==> config.mk <==
export PLATFORM = sky130hd
export DESIGN_NAME = crc32_length_header_framer_flat
export DESIGN_NICKNAME = d
export VERILOG_FILES = /design/src/rtl/core/clhf_pkg.sv /design/src/rtl/core/clhf_in_if.sv /design/src/rtl/core/clhf_out_if.sv /design/src/rtl/core/clhf_seq.sv /design/src/rtl/core/clhf_out_reg.sv /design/src/rtl/core/crc32_length_header_framer.sv /design/src/flat_wrapper.sv
export SDC_FILE = /design/constraint.sdc
export NUM_CORES = 1
export LEC_CHECK = 0
export BUFFER_PORTS_ARGS = -buffer_cell sky130_fd_sc_hd__buf_2
export CAP_MARGIN = 15
export CORE_AREA = 10 10 142 144
export DETAILED_ROUTE_END_ITERATION = 12
export DIE_AREA = 0 0 152 154
export SYNTH_ARGS = -nofsm -noshare
export SYNTH_HDL_FRONTEND = slang
export SYNTH_SLANG_ARGS = --single-unit
==> constraint.sdc <==
create_clock -name clk -period 6.22 [get_ports clk]
set_clock_uncertainty 0.05 [all_clocks]
set_input_delay 0.311 -clock clk [delete_from_list [all_inputs] [get_ports clk]]
set_output_delay 0.311 -clock clk [all_outputs]
set_load 0.05 [all_outputs]
==> src/rtl/core/clhf_pkg.sv <==
`default_nettype none

package clhf_pkg;

    // CRC-32, MSB first, no reflection
    localparam logic [31:0] CRC_POLY = 32'h04C1_1DB7;

    // Position of the held item within its run of output bytes
    typedef enum logic [6:0] {
        PH_HDR_HI = 7'b000_0001,
        PH_HDR_LO = 7'b000_0010,
        PH_DATA   = 7'b000_0100,
        PH_CRC0   = 7'b000_1000,
        PH_CRC1   = 7'b001_0000,
        PH_CRC2   = 7'b010_0000,
        PH_CRC3   = 7'b100_0000
    } phase_t;

    // One output byte with its flags
    typedef struct packed {
        logic [7:0] frame_byte;
        logic       end_of_frame;
        logic       run_last;
    } result_t;

    // Advance the remainder by one byte (eight shift/xor steps)
    function automatic logic [31:0] crc_feed(logic [31:0] rem, logic [7:0] data);
        logic [31:0] r;
        r = rem ^ {data, 24'h0};
        for (int b = 0; b < 8; b++)
        begin
            if (r[31])
            begin
                r = {r[30:0], 1'b0} ^ CRC_POLY;
            end
            else
            begin
                r = {r[30:0], 1'b0};
            end
        end
        return r;
    endfunction

endpackage

`default_nettype wire

==> src/rtl/core/clhf_in_if.sv <==
`default_nettype none

// Payload channel: one byte per item, length sampled at frame start
interface clhf_in_if;
    logic        valid;
    logic        ready;
    logic [7:0]  payload_byte;
    logic [15:0] payload_length;

    modport source (output valid, output payload_byte, output payload_length, input ready);
    modport sink   (input valid, input payload_byte, input payload_length, output ready);
endinterface

`default_nettype wire

==> src/rtl/core/clhf_out_if.sv <==
`default_nettype none

// Frame channel: one frame byte per item
interface clhf_out_if;
    logic       valid;
    logic       ready;
    logic [7:0] frame_byte;
    logic       end_of_frame;
    logic       run_last;

    modport source (output valid, output frame_byte, output end_of_frame, output run_last,
                    input ready);
    modport sink   (input valid, input frame_byte, input end_of_frame, input run_last,
                    output ready);
endinterface

`default_nettype wire

==> src/rtl/core/clhf_seq.sv <==
`default_nettype none

// Holds one input item and steps through the bytes it causes, one per cycle while res_ready is high
module clhf_seq
    import clhf_pkg::*;
(
    input  wire logic   clk,
    input  wire logic   rst_n,
    clhf_in_if.sink     item,
    output logic        res_valid,
    output result_t     res,
    input  wire logic   res_ready
);

    logic        hold_valid_reg, hold_valid_next;
    logic [7:0]  byte_reg;
    logic [15:0] len_reg;
    phase_t      phase_reg, phase_next;
    logic [31:0] crc_reg, crc_next;
    logic [15:0] left_reg, left_next;

    logic [15:0] len_eff;
    logic [7:0]  out_byte;
    logic [31:0] crc_step;
    logic [15:0] left_step;
    phase_t      phase_adv;
    logic        done;
    logic        eof;
    logic        emit;
    logic        release_item;
    logic        load;

    // A zero length opens a one-byte frame
    assign len_eff = (len_reg == 16'd0) ? 16'd1 : len_reg;

    // Byte for the current phase
    always_comb
    begin
        out_byte  = byte_reg;
        crc_step  = crc_reg;
        left_step = left_reg;
        phase_adv = phase_reg;
        done      = 1'b0;
        eof       = 1'b0;
        case (phase_reg)
            PH_HDR_HI:
            begin
                out_byte  = len_eff[15:8];
                crc_step  = crc_feed(32'h0, len_eff[15:8]);
                left_step = len_eff;
                phase_adv = PH_HDR_LO;
            end
            PH_HDR_LO:
            begin
                out_byte  = len_eff[7:0];
                crc_step  = crc_feed(crc_reg, len_eff[7:0]);
                phase_adv = PH_DATA;
            end
            PH_DATA:
            begin
                out_byte  = byte_reg;
                crc_step  = crc_feed(crc_reg, byte_reg);
                left_step = left_reg - 16'd1;
                done      = (left_reg != 16'd1);
                phase_adv = PH_CRC0;
            end
            PH_CRC0:
            begin
                out_byte  = crc_reg[31:24];
                phase_adv = PH_CRC1;
            end
            PH_CRC1:
            begin
                out_byte  = crc_reg[23:16];
                phase_adv = PH_CRC2;
            end
            PH_CRC2:
            begin
                out_byte  = crc_reg[15:8];
                phase_adv = PH_CRC3;
            end
            PH_CRC3:
            begin
                out_byte = crc_reg[7:0];
                crc_step = 32'h0;
                done     = 1'b1;
                eof      = 1'b1;
            end
            default:
            begin
                out_byte = byte_reg;
                done     = 1'b1;
            end
        endcase
    end

    // Handshakes
    assign emit         = hold_valid_reg && res_ready;
    assign release_item = emit && done;
    assign item.ready   = !hold_valid_reg || release_item;
    assign load         = item.valid && item.ready;

    assign res_valid        = hold_valid_reg;
    assign res.frame_byte   = out_byte;
    assign res.end_of_frame = eof;
    assign res.run_last     = done;

    // Next state
    always_comb
    begin
        crc_next  = emit ? crc_step : crc_reg;
        left_next = emit ? left_step : left_reg;

        if (load)
        begin
            hold_valid_next = 1'b1;
        end
        else if (release_item)
        begin
            hold_valid_next = 1'b0;
        end
        else
        begin
            hold_valid_next = hold_valid_reg;
        end

        // New item opens a frame when none is open after this cycle
        if (load)
        begin
            phase_next = (left_next == 16'd0) ? PH_HDR_HI : PH_DATA;
        end
        else if (emit && !done)
        begin
            phase_next = phase_adv;
        end
        else
        begin
            phase_next = phase_reg;
        end
    end

    // Control state
    always_ff @(posedge clk or negedge rst_n)
    begin
        if (!rst_n)
        begin
            hold_valid_reg <= 1'b0;
            phase_reg      <= PH_HDR_HI;
            crc_reg        <= 32'h0;
            left_reg       <= 16'd0;
        end
        else
        begin
            hold_valid_reg <= hold_valid_next;
            phase_reg      <= phase_next;
            crc_reg        <= crc_next;
            left_reg       <= left_next;
        end
    end

    // Held item
    always_ff @(posedge clk)
    begin
        if (load)
        begin
            byte_reg <= item.payload_byte;
            len_reg  <= item.payload_length;
        end
    end

endmodule

`default_nettype wire

==> src/rtl/core/clhf_out_reg.sv <==
`default_nettype none

// Output register: holds a finished byte until the sink takes it
module clhf_out_reg
    import clhf_pkg::*;
(
    input  wire logic   clk,
    input  wire logic   rst_n,
    input  wire logic   res_valid,
    input  wire result_t res,
    output logic        res_ready,
    clhf_out_if.source  frame
);

    logic    valid_reg, valid_next;
    result_t data_reg;
    logic    load;

    assign res_ready = !valid_reg || frame.ready;
    assign load      = res_valid && res_ready;

    always_comb
    begin
        if (load)
        begin
            valid_next = 1'b1;
        end
        else if (frame.ready)
        begin
            valid_next = 1'b0;
        end
        else
        begin
            valid_next = valid_reg;
        end
    end

    always_ff @(posedge clk or negedge rst_n)
    begin
        if (!rst_n)
        begin
            valid_reg <= 1'b0;
        end
        else
        begin
            valid_reg <= valid_next;
        end
    end

    always_ff @(posedge clk)
    begin
        if (load)
        begin
            data_reg <= res;
        end
    end

    assign frame.valid        = valid_reg;
    assign frame.frame_byte   = data_reg.frame_byte;
    assign frame.end_of_frame = data_reg.end_of_frame;
    assign frame.run_last     = data_reg.run_last;

endmodule

`default_nettype wire

==> src/rtl/core/crc32_length_header_framer.sv <==
// Channel   Direction  Fields
// payload   in         payload_byte[7:0], payload_length[15:0]
// frame     out        frame_byte[7:0], end_of_frame, run_last
//
// One output byte per cycle, set by the single frame byte port, while frame.ready
// is high. A mid-frame payload item yields one byte; the first item of a frame
// yields three (two header bytes), the last five (four CRC bytes), a one-byte frame seven.
// Reset clears the open frame and the CRC; first item after reset opens a frame.
// Output stalls back up through one output register and one held input item.
`default_nettype none

module crc32_length_header_framer
    import clhf_pkg::*;
(
    input  wire logic   clk,
    input  wire logic   rst_n,
    clhf_in_if.sink     payload,
    clhf_out_if.source  frame
);

    logic    res_valid;
    logic    res_ready;
    result_t res;

    // Byte sequencer with CRC
    clhf_seq u_seq (
        .clk       (clk),
        .rst_n     (rst_n),
        .item      (payload),
        .res_valid (res_valid),
        .res       (res),
        .res_ready (res_ready)
    );

    // Output register
    clhf_out_reg u_out (
        .clk       (clk),
        .rst_n     (rst_n),
        .res_valid (res_valid),
        .res       (res),
        .res_ready (res_ready),
        .frame     (frame)
    );

endmodule

`default_nettype wire

==> src/flat_wrapper.sv <==
// flat-port wrapper written by rule: the top's interface ports become plain ports
module crc32_length_header_framer_flat import clhf_pkg::*;
  (clk, rst_n, payload_valid, payload_payload_byte, payload_payload_length, payload_ready, frame_valid, frame_frame_byte, frame_end_of_frame, frame_run_last, frame_ready);
  clhf_in_if payload_i ();
  clhf_out_if frame_i ();
  input  wire logic clk;
  input  wire logic rst_n;
  input wire logic [$bits(payload_i.valid)-1:0] payload_valid;
  input wire logic [$bits(payload_i.payload_byte)-1:0] payload_payload_byte;
  input wire logic [$bits(payload_i.payload_length)-1:0] payload_payload_length;
  output wire logic [$bits(payload_i.ready)-1:0] payload_ready;
  output wire logic [$bits(frame_i.valid)-1:0] frame_valid;
  output wire logic [$bits(frame_i.frame_byte)-1:0] frame_frame_byte;
  output wire logic [$bits(frame_i.end_of_frame)-1:0] frame_end_of_frame;
  output wire logic [$bits(frame_i.run_last)-1:0] frame_run_last;
  input wire logic [$bits(frame_i.ready)-1:0] frame_ready;
  assign payload_i.valid = payload_valid;
  assign payload_i.payload_byte = payload_payload_byte;
  assign payload_i.payload_length = payload_payload_length;
  assign payload_ready = payload_i.ready;
  assign frame_valid = frame_i.valid;
  assign frame_frame_byte = frame_i.frame_byte;
  assign frame_end_of_frame = frame_i.end_of_frame;
  assign frame_run_last = frame_i.run_last;
  assign frame_i.ready = frame_ready;
  crc32_length_header_framer u_core (.clk(clk), .rst_n(rst_n), .payload(payload_i), .frame(frame_i));
endmodule
* After elaboration in Yosys (flattened, before gate mapping)
Cells that the tools add are included.
Word-level totals: register bits 91, input port bits 28, output and inout bits 12, logic and storage cells 124
Cells by class: add/sub/neg operators 1, equality and inequality tests 8, mux-type cells 60, bitwise gates (word level) 26, reduce and logical (&&, ||, !) cells 19
Operators by type and width (count):
- 32-bit 2-to-1 mux | 21
- 27-bit 2-to-1 mux | 24
- 14-bit NOT | 24
- 32-bit one-hot mux with 4 select lines | 1
- 32-bit bitwise XOR | 2
- 8-bit one-hot mux with 6 select lines | 1
- 7-bit one-hot mux with 6 select lines | 1
- 16-bit logical NOT | 2
- 16-bit 2-to-1 mux | 2
- 16-bit one-hot mux with 2 select lines | 1
- 16-bit by 1-bit != test with 1-bit output (second input constant) | 1
- 16-bit by 1-bit subtractor with 16-bit output (second input constant) | 1
- 7-bit 2-to-1 mux | 2
- 7-bit by 1-bit equality test with 1-bit output (second input constant) | 1
- 7-bit by 2-bit equality test with 1-bit output (second input constant) | 1
- 7-bit by 3-bit equality test with 1-bit output (second input constant) | 1
- 7-bit by 4-bit equality test with 1-bit output (second input constant) | 1
- 7-bit by 5-bit equality test with 1-bit output (second input constant) | 1
- 7-bit by 6-bit equality test with 1-bit output (second input constant) | 1
- 7-bit equality test (second input constant) | 1
- 7-bit nonzero test | 1
- 2-bit nonzero test | 3
- 1-bit 2-to-1 mux | 5
- 5-bit OR reduction | 1
- other kinds (7) | 14

* Longest topological paths before layout
Gate-level depths: netlist (run 1).
word-level depth 27, gate-level depth with buffers 12, depth with buffers taken out 9

* Hierarchy
A second synthesis (run 1) with hierarchy kept.
Unflattened totals: cells, all modules 737, area total of the unflattened synthesis 6819.0 um^2
Modules (own cells, without submodules):
- clhf_seq | times used 1, cells an instance 723, area each 6465.0 um^2, sequential area each 2123.3 um^2
- clhf_out_reg | times used 1, cells an instance 14, area each 354.1 um^2, sequential area each 325.3 um^2

* Worst setup path before layout (run 1)
Ideal clock, no wire load.
path type register -> register, start point register u_core.u_seq.phase_reg[4], end point register u_core.u_seq.byte_reg[0] (enable), library setup time 0.383 ns, arrival 3.147 ns, required time 5.787 ns, slack 2.640 ns, stages on the path, launching flop included 9, path buffers 2, period minus slack after synthesis 3.580 ns, path through dfrtp_1 buf_6 or4_4 buf_6 or4_4 a41o_1 o221ai_2 nand2_2 inv_1
On the way: cells in the longest elaborated chain, start to end 6, elaborated cells between the ends (all ways) 11, classes of those cells eq/ne (6); mux (1); reduce/logical (4)
Ends and longest elaborated chain:
- start, declared | line clhf_seq.sv:18 | phase_t phase_reg, phase_next;
- start signal, assigned | line clhf_seq.sv:155 | phase_reg <= phase_next;
- 7-bit by 2-bit equality test with 1-bit output, or another cell as far along | line clhf_seq.sv:45 | case (phase_reg)
- 5-bit OR reduction (no source line)
- 1-bit one-hot mux with 2 select lines * | line clhf_seq.sv:45
- 1-bit logical AND * | line clhf_seq.sv:99 | assign release_item = emit && done;
- 1-bit logical OR * | line clhf_seq.sv:100 | assign item.ready = !hold_valid_reg || release_item;
- via payload_ready | line flat_wrapper.sv:11 | output wire logic [$bits(payload_i.ready)-1:0] payload_ready;
- 1-bit logical AND * | line clhf_seq.sv:101 | assign load = item.valid && item.ready;
- end signal, assigned | line clhf_seq.sv:166 | byte_reg <= item.payload_byte;
- end, declared | line clhf_seq.sv:16 | logic [7:0] byte_reg;
Mark *: on every way through the listed nets, which the timed path passes. The rest lies on a longest branch. A chain may end at the register's enable or synchronous reset.

* Final worst setup path (run 1)
start point register u_core.u_seq.phase_reg[2], end point register u_core.u_seq.crc_reg[12]
On the way: cells in the longest elaborated chain, start to end 3, elaborated cells between the ends (all ways) 7, classes of those cells eq/ne (4); mux (1); reduce/logical (2)
Ends and longest elaborated chain:
- 7-bit by 3-bit equality test with 1-bit output, or another cell as far along | line clhf_seq.sv:45
- 4-bit nonzero test (no source line)
- 2-bit AND reduction (no source line)
- end signal, assigned | line clhf_seq.sv:156 | crc_reg <= crc_next;
- end, declared | line clhf_seq.sv:19 | logic [31:0] crc_reg, crc_next;
Several ways; a longest one is shown, not always the timed one.

==> results.cfg, run 1 <==
[yosys]
synthDistinctLibCells = 85
synth.area.mux_share = 0.01493
ys_ff_latch = 91
syn_area_per_cell_um2 = 9.484
syn_nets = 748
synth_compound_area_frac = 0.2014
ys_seq_area_frac = 0.3606
yosysWarnings = 0
synth_top_family_by_area = XOR/XNOR gates
yosysTopAreaCell = dfrtp_1
synthArstFlopShare = 0.6264
synth.area.top_cells = dfrtp_1, edfxtp_1, xnor2_1
syn_inst = 716
synthFlopType = dfrtp_1
synth_top_area_share = 0.2064
synth-edff-count = 34
synth_xor_xnor_area_share = 0.2130
synthAdderAreaFrac = 0.007371
synth_area_um2 = 6790
yosys.area_share.simple = 0.1555

[floorplanning]
die_area_um2 = 23410
fp.dieW_um = 152
initial_core_util = 0.3953
ios = 40
die_y_um = 154
coreArea_um2 = 17180
num_rows = 48

[sta]
finalHoldViolCount = 0
relSlewSlack = 0.3131
finalSetupViolations = 0
rsz0062_at_grt = false
timing.final.crit_share = 0.5729
tightest_slew_ps = 1027
fmax_mhz = 280.6
final_max_slew_viol_count = 0
tns_ps = 0
period_minus_slack_ps = 3564

[clock_network]
ctsResizeCount = 0
cts_tree = done
cts_buffer_depth = 2
cts.reportedPaths.clkPinSlew_ps = 70
cts.sinks = 91
cts_max_level = 3
cts.root.buffer_cell = clkbuf_16
cts_hold_buf = 0
numCtsBuffers = 9
worstSkewPairLatency_ps = 360
postCtsSetupBuffers = 0

[critical_path]
cp.buffers_inverters = 2
critPathTopFamily = simple AND/OR/NAND/NOR gates
arrival_ps = 3750
cp.required_ps = 6410
cp_cell_sequence = or3_1 > or3_2 > nor2_2 > buf_4 > nor3_1 > nand2b_1 > buf_4 > a221oi_1 > a31oi_1
slowest_stage = nand2b_1
cpMostUsedCell = buf_4
startpoint_type = flop
crit_type = flop to flop
cp-end-kind = flop
max_stage_delay_ps = 570
path_max_fanout = 33

[finish]
area.sequential_um2 = 2449
syn2layout_area_growth_pct = 9.877
largest_reg_flops = 32
drive_gt1_frac = 0.1415
n_antenna_cell = 0
nets = 762
multiInputGateArea_um2 = 4044
fillers = 1697
fin_util = 0.4344

[route]
wl_mm = 22.73
vias = 6013
vias_per_cell = 6.264
drtPass1Iterations = 7
ant_nets = 0
wl_per_cell_um = 23.67
drc = 0
drt_iter0_markers = 741

[grt]
grt_pass1_vias = 5814
grt_usage = 0.1884
grt_antenna_before_repair = 0
gr-total-overflow = 0
grt_max_degree = 58
grt_pass1_wl_mm = 35.21

[flow_run]
maxCapViolCount = 0

[placed_design]
gp_congestion = 0.9640
hpwl_mm = 16.18
numPortBuffers = 39

[outcome]
outcome = finished clean

[hold_path]
hold_path_class = primary input to async pin
-- synth_stat cells (3+ instances only) --
library cell	number
o22ai_1	11
or3_1	8
a22oi_1	11
a221oi_1	7
or4_1	4
ha_1	4
nor4_1	6
xor2_1	42
nor3b_1	6
buf_6	6
buf_1	3
o211ai_1	4
nor3_1	10
buf_2	3
o221ai_1	5
xnor3_1	3
mux2i_1	9
dfrtp_1	56
a41oi_1	4
nor2_1	46
clkbuf_1	35
xnor2_1	109
or4_4	4
nand3_1	10
nor4_2	4
or4_2	3
and3_1	4
o21ai_0	45
a21oi_1	32
nand2_1	56
a221o_1	6
a22o_1	3
a211oi_1	5
nand2b_1	12
inv_1	17
a31oi_1	9
a222oi_1	20
edfxtp_1	34
-- routing by layer --
layer / vias to the layer above / part of all wire / GRT usage
li1: 2671 / - / -
met1: 2972 / 0.45 / 0.2658
met2: 329 / 0.43 / 0.2799
met3: 41 / 0.093 / 0.04045
met4: 0 / 0.025 / 0.05777
met5: - / 0 / 0
-- worst paths after layout --
check	startpoint	end	slack, ps	cells past startpoint
worst max-delay path	u_core.u_seq.phase_reg[2]$_DFFE_PN0P_	u_core.u_seq.crc_reg[12]$_DFFE_PN0P_	2660	9
worst max register to register	u_core.u_seq.phase_reg[2]$_DFFE_PN0P_	u_core.u_seq.crc_reg[12]$_DFFE_PN0P_	2660	9
max in group asynchronous	rst_n	u_core.u_seq.crc_reg[8]$_DFFE_PN0P_	5520	2
worst min-delay path	rst_n	u_core.u_seq.left_reg[13]$_DFF_PN0_	50	2
worst min register to register	u_core.u_seq.left_reg[14]$_DFF_PN0_	u_core.u_seq.left_reg[14]$_DFF_PN0_	490	1
min in group clk	payload_payload_length[8]	u_core.u_seq.len_reg[8]$_DFFE_PN_	70	1
-- layout by cell type, fill, tap and decap left out, types with 5 or more instances in the layout --
master / synthesis / final
xor2_1: 42 / 42
nand2b_1: 12 / 12
inv_1: 17 / 17
a222oi_1: 20 / 20
nor2_1: 46 / 45
or3_1: 8 / 8
nand2_1: 56 / 56
o22ai_1: 11 / 11
a22oi_1: 11 / 11
o21ai_0: 45 / 45
edfxtp_1: 34 / 34
a211oi_1: 5 / 5
nand3_1: 10 / 10
a221o_1: 6 / 6
nor3b_1: 6 / 6
dfrtp_1: 56 / 56
a31oi_1: 9 / 9
buf_2: 3 / 39
mux2i_1: 9 / 9
buf_4: 0 / 12
a221oi_1: 7 / 7
a21oi_1: 32 / 32
o221ai_1: 5 / 5
clkbuf_16: 0 / 9
nor4_1: 6 / 6
xnor2_1: 109 / 109
nor3_1: 10 / 9
-- metrics by stage --
| step | hold slack, ps | std cells | instance area [µm²] | worst slack, ps |
|---|---|---|---|---|
| final | 50.88 | 960 | 7461 | 2656 |
| after global routing | 63.41 | 960 | 7461 | 2378 |
| after CTS | 61.85 | 959 | 7433 | 2405 |
| after detailed placement | 439.1 | 943 | 7127 | 2422 |
| after global placement | 437.4 | 943 | 7127 | 2543 |
| after floorplan | -34.59 | 716 | 6790 | 2640 |
-- worst register-to-register path, stage by stage, from the launching register on --
cell and delay, ps:
dfrtp_1 550, or3_1 460, or3_2 470, nor2_2 100, buf_4 380, nor3_1 100
nand2b_1 570, buf_4 420, a221oi_1 220, a31oi_1 110
-- final cells by class --
class / count / area share
multi-input combinational: 558 / 0.5420
inverter: 18 / 0.009056
clock buffer: 9 / 0.03019
timing repair buffer: 52 / 0.04193
sequential: 91 / 0.3282
clock inverter: 7 / 0.01090
tap: 225 / 0.03773
-- kinds of logic after synthesis --
group,after synthesis
DFF,91
and+or+nand+nor,195
adders and majority gates,4
AOI/OAI and AO/OA,192
muxes,10
xor gates and xnor gates,157
buffers and inverters,67
Power of run 1 is not shown: default switching activity piles up to over one toggle a cycle in this logic, so the estimate is an artifact.
==> inputs of run 2 (changes only) <==
==> constraint.sdc (replaced) <==
create_clock -name clk -period 3.5 [get_ports clk]
set_clock_uncertainty 0.05 [all_clocks]
set_input_delay 0.175 -clock clk [delete_from_list [all_inputs] [get_ports clk]]
set_output_delay 0.175 -clock clk [all_outputs]
set_load 0.05 [all_outputs]
==> results.cfg, run 2 (same netlist as run 1, synthesis figures left out) <==
[finish]
final_cell_count_no_fill = 1015
final_cell_mix = xnor2_1, nand2_1, dfrtp_1
final_area_um2 = 7898
fillers = 1678
largest_reg_flops = 32
drive_gt1_frac = 0.1671
syn2layout_area_growth_pct = 16.31
final_common_cell = xnor2_1
nets = 817
n_antenna_cell = 0

[critical_path]
startpoint_type = flop
slowest_stage = or4_4
max_stage_delay_ps = 620
arrival_ps = 3390
cp-end-kind = flop
cp.required_ps = 3740
critPathTopFamily = simple AND/OR/NAND/NOR gates
crit_type = flop to flop
cpMostUsedCell = or4_4
cp.depth = 8
path_max_fanout = 30
cp_cell_sequence = or4_4 > or4_4 > buf_4 > or4_4 > nand3_2 > a2111oi_2 > and4_1 > a32o_2
rr_worst_depth = 8
cp.buffers_inverters = 1

[placed_design]
gp_congestion = 1.029
hpwl_mm = 16.74
numPortBuffers = 39
dp.cells = 973
dp_slack_ps = 395.1
place_area_um2 = 7356

[floorplanning]
die_area_um2 = 23410
die_y_um = 154
fp.dieW_um = 152
initial_core_util = 0.3953
num_rows = 48
ios = 40
coreArea_um2 = 17180

[grt]
gr-total-overflow = 0
grt_max_degree = 41
grt_usage = 0.1899
grt_antenna_before_repair = 0
grt_pass1_vias = 5966
grt_pass1_wl_mm = 35.40

[clock_network]
cts_buffer_depth = 2
numCtsBuffers = 9
postCtsSetupBuffers = 0
worstSkewPairLatency_ps = 360
cts.reportedPaths.clkPinSlew_ps = 60
ctsResizeCount = 0
cts.sinks = 91
cts.root.buffer_cell = clkbuf_16
cts_hold_buf = 26
cts_max_level = 3
cts_tree = done

[route]
vias_per_cell = 6.080
wl_mm = 23.03
drt_iter0_markers = 757
vias = 6171
ant_nets = 0
drtPass1Iterations = 8
wl_per_cell_um = 22.69
drc = 0

[flow_run]
maxCapViolCount = 0

[hold_path]
hold_path_class = primary input to flop
hold_path_depth = 3

[sta]
finalSetupViolations = 0
relSlewSlack = 0.2883
tightest_slew_ps = 1064
timing.final.crit_share = 0.8996
tns_ps = 0
fmax_mhz = 317.6
rsz0062_at_grt = false
final_max_slew_viol_count = 0
period_minus_slack_ps = 3149
finalHoldViolCount = 0
fin_ws_ps = 351.4

[outcome]
outcome = finished clean
## run 2: changes by cell type in the layout (fill, tap and decap cells not counted)
cell / before / now
buf_16: 1 / 0
buf_4: 12 / 42
bufinv_16: 1 / 0
clkbuf_1: 0 / 1
clkbuf_8: 0 / 2
clkinv_1: 1 / 2
clkinv_2: 0 / 1
clkinvlp_4: 1 / 2
dlygate4sd3_1: 0 / 26
inv_1: 17 / 16
inv_4: 1 / 0
inv_6: 2 / 0
inv_8: 1 / 0
## run 2: area by class of cell
class	count	area, µm²	area share
repair buffers	107	770.7	0.09759
flip-flops and latches	91	2449	0.3100
well taps	225	281.5	0.03565
inverters	18	71.32	0.009030
clock inverters	4	25.02	0.003169
multi-input cells	558	4044	0.5120
clock buffers	12	256.5	0.03248
## run 2: final timing paths
| path | start | slack (ps) | end |
|---|---|---|---|
| worst min-delay path | frame_ready | 180 | u_core.u_out.frame.valid$_DFFE_PN0P_ |
| max in group asynchronous | rst_n | 2080 | u_core.u_seq.crc_reg[6]$_DFFE_PN0P_ |
| min in group asynchronous | rst_n | 470 | u_core.u_out.frame.valid$_DFFE_PN0P_ |
| worst max register to register | u_core.u_seq.phase_reg[4]$_DFFE_PN0P_ | 350 | u_core.u_seq.phase_reg[0]$_DFFE_PN1P_ |
| worst min register to register | u_core.u_seq.crc_reg[2]$_DFFE_PN0P_ | 490 | u_core.u_seq.crc_reg[2]$_DFFE_PN0P_ |
| worst max-delay path | u_core.u_seq.phase_reg[4]$_DFFE_PN0P_ | 350 | u_core.u_seq.phase_reg[0]$_DFFE_PN1P_ |
## run 2: metal layers
layer / vias to the layer above / global-route usage / part of all wire / wire, µm
li1: 2776 / - / - / -
met1: 2990 / 0.2667 / 0.44 / 10240
met2: 361 / 0.2784 / 0.43 / 9888
met3: 44 / 0.04491 / 0.099 / 2277
met4: 0 / 0.06327 / 0.027 / 620
met5: - / 0 / 0 / 0
## run 2: worst min-delay path, cell delays in order
cell and delay [ps]:
buf_2 90, nand2b_1 200, nand2_1 80
## run 2: stage by stage
stage                 util  hold WS, ps
global placement    0.4282        301.2
detailed placement  0.4282        303.2
global route        0.4598        185.0
floorplan                -       -170.6
CTS                 0.4598        162.8
finish              0.4598        181.2
Power of run 2 is left out for the same reason.
